[src/sfe_pkg.sv]
// Shared types, constants and the pulse scaling function of the frame encoder.
`timescale 1ns / 1ps
`default_nettype none
package sfe_pkg;

    localparam int MAX_CHANNELS = 16;
    localparam int CH_W         = 11;
    localparam int IDX_W        = $clog2(MAX_CHANNELS);
    localparam int CNT_W        = IDX_W + 1;
    localparam int DATA_BYTES   = (MAX_CHANNELS * CH_W) / 8;
    localparam int BUF_W        = 7 + CH_W;
    localparam int BITS_W       = $clog2(BUF_W + 1);
    localparam int DBYTE_W      = $clog2(DATA_BYTES);

    localparam logic [7:0]  SBUS_HEADER    = 8'h0F;
    localparam logic [7:0]  SBUS_FOOTER    = 8'h00;
    localparam logic [7:0]  FLAG_FAILSAFE  = 8'h08;
    localparam logic [15:0] OFFSET_US      = 16'd880;
    localparam logic [15:0] SAT_SPAN_US    = 16'd1280;
    localparam logic [CH_W-1:0] SBUS_MAX   = 11'h7FF;
    localparam logic [15:0] RECIP_5        = 16'd52429;

    localparam logic [CNT_W-1:0] ACTIVE_RESET = 5'd8;
    localparam logic [15:0]      CENTER_RESET = 16'd1500;

    typedef enum logic [1:0] {
        CFG_ACTIVE = 2'd0,
        CFG_CENTER = 2'd1
    } cfg_index_t;

    typedef enum logic [3:0] {
        ST_IDLE,
        ST_SCALE,
        ST_CENTER,
        ST_HEAD,
        ST_FETCH,
        ST_LOAD,
        ST_BYTE,
        ST_FLAG,
        ST_FOOT
    } state_t;

    function automatic logic [CH_W-1:0] scale_pulse(input logic [15:0] us);
        logic [15:0] diff;
        logic [13:0] x;
        logic [29:0] prod;
        diff = us - OFFSET_US;
        x    = {diff[10:0], 3'b000};
        prod = 30'(x) * 30'(RECIP_5);
        if (us < OFFSET_US) begin
            scale_pulse = '0;
        end else if (diff >= SAT_SPAN_US) begin
            scale_pulse = SBUS_MAX;
        end else begin
            scale_pulse = prod[28:18];
        end
    endfunction

endpackage
`default_nettype wire

[src/sbus_frame_encoder.sv]
// Top level: stores scaled servo channels and emits a 25-byte SBUS frame.
//
// Input words carry one channel pulse width in microseconds (s_pulse_us) and a
// failsafe flag, channels in order from 0. Each accepted word is scaled to an
// 11-bit value by a single shared scaler and written into a 16-entry channel
// memory; the block is busy in its scale state after each accept, so it cannot
// take a new word before the last one is written. The word that supplies the
// last active channel starts the frame: the scaler runs once more for the
// center value, then a sequencer walks the channel memory one entry per fetch
// and shifts out bytes through an 18-bit bit buffer.
// Output words sit in a register; a stalled receiver (m_ready low) holds the
// word and freezes the sequencer. s_ready is low while a frame is being built.
// Configuration writes (cfg_index 0: active channel count, 1: center pulse
// width) are always taken and must be issued while idle. Reset (aresetn low,
// synchronous) restores 8 active channels, a 1500 us center value and channel
// index 0, and drops any pending output word. Channel memory is not cleared.
`timescale 1ns / 1ps
`default_nettype none
module sbus_frame_encoder (
    input  wire logic                        aclk,
    input  wire logic                        aresetn,
    input  wire logic                        cfg_valid,
    output logic                             cfg_ready,
    input  wire logic [1:0]                  cfg_index,
    input  wire logic [15:0]                 cfg_data,
    input  wire logic                        s_valid,
    output logic                             s_ready,
    input  wire logic [15:0]                 s_pulse_us,
    input  wire logic                        s_failsafe,
    output logic                             m_valid,
    input  wire logic                        m_ready,
    output logic [7:0]                       m_frame_byte,
    output logic                             m_frame_last
);
    import sfe_pkg::*;

    state_t                 state_reg, state_next;
    logic [CNT_W-1:0]       active_reg;
    logic [15:0]            center_reg;
    logic [IDX_W-1:0]       count_reg, count_next;
    logic [15:0]            pulse_reg;
    logic                   failsafe_reg;
    logic [CH_W-1:0]        center_val_reg, center_val_next;
    logic [IDX_W-1:0]       ch_idx_reg, ch_idx_next;
    logic [BUF_W-1:0]       buf_reg, buf_next;
    logic [BITS_W-1:0]      bits_reg, bits_next;
    logic [DBYTE_W-1:0]     dbyte_reg, dbyte_next;
    logic                   m_valid_reg, m_valid_next;
    logic [7:0]             m_byte_reg, m_byte_next;
    logic                   m_last_reg, m_last_next;

    logic [CH_W-1:0]        mem [MAX_CHANNELS];
    logic [CH_W-1:0]        rd_data_reg;
    logic                   mem_we;

    logic [15:0]            scale_in;
    logic [CH_W-1:0]        scale_out;
    logic [CNT_W-1:0]       active_eff;
    logic                   out_free;
    logic [CH_W-1:0]        ch_val;
    logic [BUF_W-1:0]       ch_shifted;

    assign cfg_ready    = 1'b1;
    assign s_ready      = (state_reg == ST_IDLE);
    assign m_valid      = m_valid_reg;
    assign m_frame_byte = m_byte_reg;
    assign m_frame_last = m_last_reg;
    assign out_free     = !m_valid_reg || m_ready;

    always_comb begin
        if (active_reg == '0) begin
            active_eff = CNT_W'(1);
        end else if (active_reg > CNT_W'(MAX_CHANNELS)) begin
            active_eff = CNT_W'(MAX_CHANNELS);
        end else begin
            active_eff = active_reg;
        end
    end

    assign scale_in  = (state_reg == ST_CENTER) ? center_reg : pulse_reg;
    assign scale_out = scale_pulse(scale_in);
    assign mem_we    = (state_reg == ST_SCALE);

    assign ch_val     = ({1'b0, ch_idx_reg} < active_eff) ? rd_data_reg : center_val_reg;
    assign ch_shifted = BUF_W'(ch_val) << bits_reg;

    always_ff @(posedge aclk) begin
        if (mem_we) begin
            mem[count_reg] <= scale_out;
        end
        rd_data_reg <= mem[ch_idx_reg];
    end

    always_ff @(posedge aclk) begin
        if (!aresetn) begin
            active_reg <= ACTIVE_RESET;
            center_reg <= CENTER_RESET;
        end else if (cfg_valid && cfg_ready) begin
            unique case (cfg_index)
                CFG_ACTIVE: active_reg <= cfg_data[CNT_W-1:0];
                CFG_CENTER: center_reg <= cfg_data;
                default: ;
            endcase
        end
    end

    always_ff @(posedge aclk) begin
        if (s_valid && s_ready) begin
            pulse_reg    <= s_pulse_us;
            failsafe_reg <= s_failsafe;
        end
    end

    always_ff @(posedge aclk) begin
        if (!aresetn) begin
            state_reg   <= ST_IDLE;
            count_reg   <= '0;
            m_valid_reg <= 1'b0;
        end else begin
            state_reg   <= state_next;
            count_reg   <= count_next;
            m_valid_reg <= m_valid_next;
        end
        center_val_reg <= center_val_next;
        ch_idx_reg     <= ch_idx_next;
        buf_reg        <= buf_next;
        bits_reg       <= bits_next;
        dbyte_reg      <= dbyte_next;
        m_byte_reg     <= m_byte_next;
        m_last_reg     <= m_last_next;
    end

    always_comb begin
        state_next      = state_reg;
        count_next      = count_reg;
        center_val_next = center_val_reg;
        ch_idx_next     = ch_idx_reg;
        buf_next        = buf_reg;
        bits_next       = bits_reg;
        dbyte_next      = dbyte_reg;
        m_valid_next    = m_valid_reg && !m_ready;
        m_byte_next     = m_byte_reg;
        m_last_next     = m_last_reg;

        unique case (state_reg)
            ST_IDLE: begin
                if (s_valid) begin
                    state_next = ST_SCALE;
                end
            end
            ST_SCALE: begin
                if (CNT_W'(count_reg) + CNT_W'(1) < active_eff) begin
                    count_next = count_reg + IDX_W'(1);
                    state_next = ST_IDLE;
                end else begin
                    count_next = '0;
                    state_next = ST_CENTER;
                end
            end
            ST_CENTER: begin
                center_val_next = scale_out;
                state_next      = ST_HEAD;
            end
            ST_HEAD: begin
                if (out_free) begin
                    m_valid_next = 1'b1;
                    m_byte_next  = SBUS_HEADER;
                    m_last_next  = 1'b0;
                    ch_idx_next  = '0;
                    buf_next     = '0;
                    bits_next    = '0;
                    dbyte_next   = '0;
                    state_next   = ST_FETCH;
                end
            end
            ST_FETCH: begin
                state_next = ST_LOAD;
            end
            ST_LOAD: begin
                buf_next    = buf_reg | ch_shifted;
                bits_next   = bits_reg + BITS_W'(CH_W);
                ch_idx_next = ch_idx_reg + IDX_W'(1);
                state_next  = ST_BYTE;
            end
            ST_BYTE: begin
                if (out_free) begin
                    m_valid_next = 1'b1;
                    m_byte_next  = buf_reg[7:0];
                    m_last_next  = 1'b0;
                    buf_next     = buf_reg >> 8;
                    bits_next    = bits_reg - BITS_W'(8);
                    dbyte_next   = dbyte_reg + DBYTE_W'(1);
                    if (dbyte_reg == DBYTE_W'(DATA_BYTES - 1)) begin
                        state_next = ST_FLAG;
                    end else if (bits_reg >= BITS_W'(16)) begin
                        state_next = ST_BYTE;
                    end else begin
                        state_next = ST_FETCH;
                    end
                end
            end
            ST_FLAG: begin
                if (out_free) begin
                    m_valid_next = 1'b1;
                    m_byte_next  = failsafe_reg ? FLAG_FAILSAFE : 8'h00;
                    m_last_next  = 1'b0;
                    state_next   = ST_FOOT;
                end
            end
            ST_FOOT: begin
                if (out_free) begin
                    m_valid_next = 1'b1;
                    m_byte_next  = SBUS_FOOTER;
                    m_last_next  = 1'b1;
                    state_next   = ST_IDLE;
                end
            end
            default: begin
                state_next = ST_IDLE;
            end
        endcase
    end

    a_last_is_footer: assert property (@(posedge aclk) disable iff (!aresetn)
        m_valid && m_frame_last |-> m_frame_byte == SBUS_FOOTER)
        else $error("last word is not the footer");

    a_bits_bound: assert property (@(posedge aclk) disable iff (!aresetn)
        state_reg == ST_BYTE |-> bits_reg >= BITS_W'(8) && bits_reg <= BITS_W'(BUF_W))
        else $error("bit buffer holds too few or too many bits");

    a_accept_scale: assert property (@(posedge aclk) disable iff (!aresetn)
        s_valid && s_ready |=> state_reg == ST_SCALE && !s_ready)
        else $error("accepted word not scaled next cycle");

    a_stall_hold: assert property (@(posedge aclk) disable iff (!aresetn)
        m_valid && !m_ready |=> m_valid && $stable(m_frame_byte) && $stable(m_frame_last))
        else $error("stalled output word changed");

    a_header_first: assert property (@(posedge aclk) disable iff (!aresetn)
        state_reg == ST_HEAD && out_free |=> m_valid && m_frame_byte == SBUS_HEADER)
        else $error("frame does not start with header");

endmodule
`default_nettype wire

[config.mk]
export PLATFORM = sky130hd
export DESIGN_NAME = sbus_frame_encoder
export DESIGN_NICKNAME = d
export VERILOG_FILES = /design/src/sfe_pkg.sv /design/src/sbus_frame_encoder.sv
export SDC_FILE = /design/constraint.sdc
export NUM_CORES = 1
export LEC_CHECK = 0
export BUFFER_PORTS_ARGS = -buffer_cell sky130_fd_sc_hd__buf_2
export CAP_MARGIN = 40
export CORE_MARGIN = 5
export CORE_UTILIZATION = 65
export DETAILED_ROUTE_END_ITERATION = 7
export GPL_ROUTABILITY_DRIVEN = 0
export PLACE_DENSITY = 0.95
export SLEW_MARGIN = 20
export SYNTH_ARGS = -nofsm -noshare
export SYNTH_HDL_FRONTEND = slang
export SYNTH_SLANG_ARGS = --single-unit
export TNS_END_PERCENT = 50
[constraint.sdc]
create_clock -name aclk -period 18 [get_ports aclk]
set_input_delay 5.4 -clock aclk [delete_from_list [all_inputs] [get_ports aclk]]
set_output_delay 5.4 -clock aclk [all_outputs]
set_load 0.005 [all_outputs]
==> summary.txt, run 1 <==
Critical path
  • Critical Path End Type: register
  • Crit Path Max Fanout: 50
  • Max stage delay on crit path: 650 ps
  • Crit-path most repeated cell: fa_1
  • Crit-path slowest cell: fa_1
  • Critical Path Source: state_reg[1]$_SDFFE_PN0P_
  • Startpoint class of the critical path: register
  • Kind of critical path: register to register
  • WP data required: 18400 ps
  • Cell Chain, Critical Path: nor4b_4 -> buf_4 -> mux2i_1 -> inv_1 -> ha_1 -> inv_1 -> o21ai_4 -> nand2_4 -> xnor2_1 -> ha_1 -> fa_1 -> fa_1 -> fa_1 -> fa_1 -> inv_1 -> ha_1 -> nand4_1 -> or2_2 -> o21ai_2 -> a31oi_4 -> o31ai_1 -> xnor2_1 -> a21oi_1 -> buf_4
  • Critical path's top delay family: adder cells
  • CP Buf/Inv Count: 5
  • Reg2Reg Launch Point: state_reg[1]$_SDFFE_PN0P_
  • Worst EP arrival: 8570 ps

Cells and area
  • Synth-to-layout area growth: 10.86%
  • Fin cells: 1609
  • Final net count: 1430
  • Number of flip-flops in the largest register: 176
  • Filler cell count: 1305
  • Share of cells above drive strength 1: 0.1553

GRT
  • Antenna violations before repair: 2
  • Largest net degree at the start of global routing: 52
  • First-pass GRT wire length: 59250 um
  • GR Overflow Total: 0
  • GRT Resource Usage Total: 0.2863
  • Vias in the first global route: 10890

Timing
  • Post-route setup slack: 9827 ps
  • Final Cycle Share: 0.4540
  • Slew HR: 0.3399
  • FMAX: 122.4 MHz
  • Worst slew pin tran: 982.6 ps
  • Fin crit period: 8173 ps
  • Final Setup Violations: 0
  • Slew Limit Fails: 0
  • Final Hold Viols: 0
  • RSZ-0062 raised after global routing: false
  • Clk_skew: 35.68 ps
  • Total Neg Setup Slack: 0 ps

Synthesis
  • Synthesis-stage register bit count: 286
  • Synth warnings: 0
  • Synthesized instance count: 1200
  • Largest area contributor in the netlist: edfxtp_1
  • Net count after synthesis: 1364
  • Sequential area share after synthesis: 0.5371
  • Post-synth EDFFs: 245
  • Synth cell count leaders: 245 x edfxtp_1, 108 x inv_1, 97 x nand2_1
  • Async SR Flop Fraction: 0
  • Top cell type's share of synthesized area: 0.4832
  • Avg Inst Size Synth: 12.69 sq um
  • Synth cell types: 71
  • Most numerous cell in the Yosys netlist: edfxtp_1
  • Post-synth top flop: edfxtp_1
  • Mapped Area: 15220 sq um
  • Area contributors post-synth: edfxtp_1 48%, ha_1 7.1%, dfxtp_1 5.4%

Drt
  • Top sig layer: met4
  • DR DRC count: 0
  • Routed length per instance: 24.27 um
  • Met2 routed WL: 19460 um
  • Metal3 WL: 3878 um
  • Starting DRT DRC Count: 1529
  • Via-to-Cell Ratio: 6.679
  • Vias post-DR: 10750
  • Final WL: 39050 um
  • First drt pass iteration count: 7
  • Wire length on met1: 13300 um
  • Antenna Violating Nets Remaining: 0

Floorplan
  • Die Y: 163.0 um
  • Starting Density: 0.6545
  • Core Area: 23260 sq um
  • Die ar.: 26580 sq um
  • I/O pin count: 52
  • Die X-Extent: 163.0 um
  • # rows: 56

Clock network
  • H-tree depth: 1
  • Post-CTS sizing: 0
  • Longest Clk Path Bufs: 3
  • CTS tree: done
  • Hold buffer count at cts: 0
  • Setup repair bufs after CTS: 0
  • Num CTS Buffers: 28
  • Clk root buf: clkbuf_16
  • Worst-skew pair later-pin latency: 560 ps
  • Clock sink total: 286
  • Reg clk slew, reported paths: 60 ps

Pwr
  • P per Cell Area: 142.8 nW/um^2
  • VDD IR-drop max: 0.0002380 V
  • Static Leak: 6.424 nW
  • Design Power: 2.411 mW

Status
  • Status: finished, final reports clean

Placed design
  • Count of buffers from port buffering: 50
  • DP HPWL: 24150 um
  • Place WS: 10010 ps
  • Placed Cells: 1550

Min path
  • Hold Startpoint: center_reg[3]$_SDFFE_PN1P_
  • Hold Path Class: register to register

Flow run
  • Max-cap violations: 0
-- routing by layer --
metal | global-route usage | vias to the layer above
met5 | 0 | -
met4 | 0.1334 | 0
met3 | 0.04769 | 237
met2 | 0.5032 | 859
met1 | 0.3472 | 5112
li1 | - | 4539
-- power breakdown --
part / switching [mW] / total (mW) / internal [mW]
clock network: 0.251 / 0.577 / 0.326
logic: 0.646 / 1.08 / 0.436
registers: 0.00933 / 0.752 / 0.742
-- layout make-up --
cell class | count | area [sq um] | area share
multi-input cells | 752 | 6406 | 0.3796
clock buffers | 40 | 808.3 | 0.04789
inverters | 109 | 409.1 | 0.02424
diodes | 2 | 5.005 | 0.0002965
flip-flops and latches | 286 | 8178 | 0.4845
repair buffers | 89 | 588.1 | 0.03484
well taps | 319 | 399.1 | 0.02365
clock inverters | 12 | 83.83 | 0.004967
-- logic make-up after synthesis --
kind of cell | Yosys count | share of synthesized area
adder cells (fa/ha/maj) | 124 | 0.1206
buffers and inverters | 162 | 0.04339
AND/OR/NAND/NOR | 272 | 0.08638
XOR/XNOR | 27 | 0.01553
other | 1 | 0.0002463
flip-flops | 286 | 0.5371
AO/OA/AOI/OAI | 217 | 0.09599
multiplexers | 111 | 0.1007
-- per-stage QoR --
stage	area (sq um)	hold slack, ps	util
floorplan	15220	440.3	-
global placement	15760	458.2	0.6774
detailed placement	15910	479.0	0.6838
CTS	16800	507.4	0.7221
global route	16880	524.0	0.7255
finish	16880	498.0	0.7255
-- worst reg2reg max path: cells and delay by family (launching register included) --
| family | cells | cell delay (ps) |
|---|---|---|
| adder cells (fa/ha/maj) | 7 | 2980 |
| AND/OR/NAND/NOR | 4 | 870 |
| multiplexers | 1 | 330 |
| flip-flops | 1 | 620 |
| XOR/XNOR | 2 | 450 |
| AO/OA/AOI/OAI | 5 | 1550 |
| buffers and inverters | 5 | 1190 |
-- cells in the final DEF (no fill, tap or decap), types with 12 or more instances in the layout --
master / count
edfxtp_1: 245
inv_1: 108
nand2_1: 97
ha_1: 86
mux2i_1: 62
nor2_1: 58
a21oi_1: 55
buf_2: 52
o21ai_0: 47
dfxtp_1: 41
fa_1: 38
mux4_2: 32
clkbuf_16: 30
buf_4: 28
nor3_1: 23
nand3_1: 18
xnor2_1: 18
mux2_2: 17
nor2b_1: 15
a22oi_1: 15
a221oi_1: 13
nand2b_1: 12
-- final timing paths --
check / slack [ps] / cells past startpoint / endpoint
max: 9830 / 24 / center_val_reg[10]$_DFFE_PP_
max reg2reg: 9830 / 24 / center_val_reg[10]$_DFFE_PP_
min: 500 / 2 / center_reg[3]$_SDFFE_PN1P_
min reg2reg: 500 / 2 / center_reg[3]$_SDFFE_PN1P_
Power figures use the tool's default switching activity.
==> run 2, diff against run 1 <==
Settings changed: CORE_UTILIZATION 65 to 63, PLACE_DENSITY 0.95 to 0.93.
Clock period 18 ns to 8.5 ns, I/O delays scaled along.
==> summary.txt, run 2 (synthesized netlist as in run 1, its figures left out) <==
Critical path
  • Reg2reg path depth: 24 (unchanged)
  • Cell Chain, Critical Path: nor4b_4 -> buf_4 -> mux2i_1 -> inv_1 -> ha_1 -> inv_1 -> o21ai_4 -> nand2_4 -> xnor2_1 -> ha_1 -> fa_1 -> fa_1 -> fa_1 -> fa_1 -> inv_1 -> ha_1 -> nand4_1 -> or2_2 -> o21ai_2 -> a31oi_4 -> o31ai_1 -> xnor2_1 -> a21oi_1 -> buf_4
  • Startpoint class of the critical path: register
  • R2r setup slk: 790 ps (-9030 ps)
  • Kind of critical path: register to register
  • Critical path's top delay family: adder cells
  • CP Buf/Inv Count: 5 (unchanged)
  • Critical Path End Type: register
  • Worst EP arrival: 8120 ps (-450 ps)
  • Crit-path slowest cell: a21oi_1
  • WP data required: 8920 ps (-9480 ps)
  • Crit Path Max Fanout: 14 (-72%)
  • Crit-path most repeated cell: fa_1
  • Max stage delay on crit path: 690 ps (+40 ps)
  • WP depth: 24 (unchanged)
  • RR Endpoint: mem[8][10]$_DFFE_PP_
  • Reg2Reg Launch Point: state_reg[1]$_SDFFE_PN0P_

Clock network
  • Num CTS Buffers: 28 (unchanged)
  • Post-CTS sizing: 0 (unchanged)
  • Clock sink total: 286 (unchanged)
  • H-tree depth: 1 (unchanged)
  • Reg clk slew, reported paths: 70 ps (about the same)
  • Hold buffer count at cts: 0 (unchanged)
  • Setup repair bufs after CTS: 0 (unchanged)
  • Longest Clk Path Bufs: 3 (unchanged)
  • Worst-skew pair later-pin latency: 560 ps (about the same)
  • Clk root buf: clkbuf_16
  • CTS tree: done

Pwr
  • P per Cell Area: 298.5 nW/um^2 (+110%)
  • Static Leak: 6.402 nW (-0.35%)
  • VDD IR-drop max: 0.0004189 V (+76%)

Floorplan
  • Die X-Extent: 165.5 um (+1.5%)
  • # rows: 56 (unchanged)
  • Die Y: 165.5 um (+1.5%)
  • Core Area: 23610 sq um (+1.5%)
  • I/O pin count: 52 (unchanged)
  • Starting Density: 0.6448 (-0.009710)
  • Die ar.: 27380 sq um (+3.0%)

Placed design
  • DP Area: 15950 sq um (+0.25%)
  • Place WS: 1058 ps (-8949 ps)
  • Placed Cells: 1557 (+0.45%)
  • DP HPWL: 24200 um (+0.22%)
  • Count of buffers from port buffering: 50 (unchanged)

Drt
  • Vias post-DR: 10220 (-4.9%)
  • Antenna Violating Nets Remaining: 0 (unchanged)
  • Final WL: 35840 um (-8.2%)
  • Starting DRT DRC Count: 1079 (-29%)
  • First drt pass iteration count: 6 (-1)
  • Routed length per instance: 22.23 um (-8.4%)
  • DR DRC count: 0 (unchanged)
  • Via-to-Cell Ratio: 6.342 (-5.1%)

Min path
  • WHS Endpoint: center_reg[1]$_SDFFE_PN0P_
  • WHS Path Cells: 2 (unchanged)
  • Hold Path Class: register to register
  • Hold Startpoint: center_reg[1]$_SDFFE_PN0P_

Timing
  • RSZ-0062 raised after global routing: false
  • FMAX: 129.8 MHz (+6.1%)
  • Worst slew pin tran: 872.7 ps (-109.9 ps)
  • Final Cycle Share: 0.9065 (+0.4524)
  • Post-route setup slack: 794.9 ps (-9032 ps)
  • Final Setup Violations: 0 (unchanged)
  • Final Hold Viols: 0 (unchanged)
  • Fin crit period: 7705 ps (-467.7 ps)
  • Slew Limit Fails: 0 (unchanged)
  • Total Neg Setup Slack: 0 ps (unchanged)
  • Clk_skew: 31.21 ps (-4.462 ps)
  • Slew HR: 0.4182 (+0.07831)

GRT
  • Largest net degree at the start of global routing: 37 (-29%)
  • First-pass GRT wire length: 55900 um (-5.6%)
  • Grt met1 use: 0.3266 (-0.02057)
  • Grt peak-use layer: met2
  • Vias in the first global route: 10360 (-4.9%)
  • GRT Resource Usage Total: 0.2658 (-0.02058)
  • GR Util met2: 0.4701 (-0.03309)
  • Met3 Use GR: 0.04691 (-0.0007812)
  • GR Overflow Total: 0 (unchanged)
  • Antenna violations before repair: 1 (-1)

Cells and area
  • Core Util, Final: 0.7121 (-0.01347)
  • Commonest non-fill, non-tap cells in the layout: 245 x edfxtp_1, 108 x inv_1, 97 x nand2_1
  • Final net count: 1435 (+0.35%)
  • Post-route cell area: 16810 sq um (-0.38%)
  • Number of flip-flops in the largest register: 176 (unchanged)
  • Share of cells above drive strength 1: 0.1531 (-0.002147)
  • Synth-to-layout area growth: 10.44%
  • Fin cells: 1612 (+0.19%)
  • Commonest non-fill, non-tap cell in the layout: edfxtp_1
  • Filler cell count: 1422 (+9.0%)
  • Antenna diodes: 0 (-2)

Flow run
  • Max-cap violations: 0 (unchanged)

Status
  • Status: finished, final reports clean
[run 2: cell types whose count changed in the layout (fill, tap and decap cells not counted), moves of 2 or more]
| cell | change |
|---|---|
| a21oi_2 | -3 |
| clkinv_2 | -3 |
| clkbuf_1 | +8 |
| diode_2 | -2 |
| buf_4 | +8 |
| clkinv_1 | -4 |
| inv_4 | +2 |
| clkbuf_16 | -2 |
| a21oi_1 | +3 |
[run 2: metal layers]
metal / routed length, um / vias to the layer above
li1: - / 4557
met1: 12830 / 4968
met2: 18360 / 562
met3: 2985 / 134
met4: 1641 / 2
met5: 15 / -
[run 2: cell type report]
type / instances / area (sq um) / area share
sequential: 286 / 8178 / 0.4864
multi-input combinational: 752 / 6392 / 0.3802
clock buffer: 45 / 774.5 / 0.04606
timing repair buffer: 94 / 595.6 / 0.03542
inverter: 109 / 409.1 / 0.02433
tap: 319 / 399.1 / 0.02374
clock inverter: 7 / 65.06 / 0.003870
[run 2: worst max-delay path by stage]
stage          slack (ps)                          end                       from
6_report              790         mem[8][10]$_DFFE_PP_  state_reg[1]$_SDFFE_PN0P_
5_1_grt               400         mem[8][10]$_DFFE_PP_  state_reg[1]$_SDFFE_PN0P_
4_1_cts               920         mem[8][10]$_DFFE_PP_  state_reg[0]$_SDFFE_PN0P_
3_5_place_dp         1060         mem[3][10]$_DFFE_PP_  state_reg[1]$_SDFFE_PN0P_
3_3_place_gp         1050          mem[2][6]$_DFFE_PP_  state_reg[1]$_SDFFE_PN0P_
2_1_floorplan        1440  center_val_reg[4]$_DFFE_PP_  state_reg[0]$_SDFFE_PN0P_
[run 2: worst min-delay path: stages, from the launching register on]
cell and delay (ps):
dfxtp_1 320, nand2_1 50, a21boi_0 70
[run 2: metrics by stage]
stage	total power, mW	hold WS [ps]
finish	5.019	482.2
global route	5.337	516.8
CTS	4.984	479.6
detailed placement	3.802	466.4
global placement	3.670	458.8
floorplan	3.330	440.3
[run 2: power breakdown]
group          switching, mW  internal, mW  leakage [nW]  total (mW)
registers             0.0183          1.57          2.67        1.59
clock network          0.515         0.628         0.403        1.14
logic                   1.36         0.921          3.33        2.29
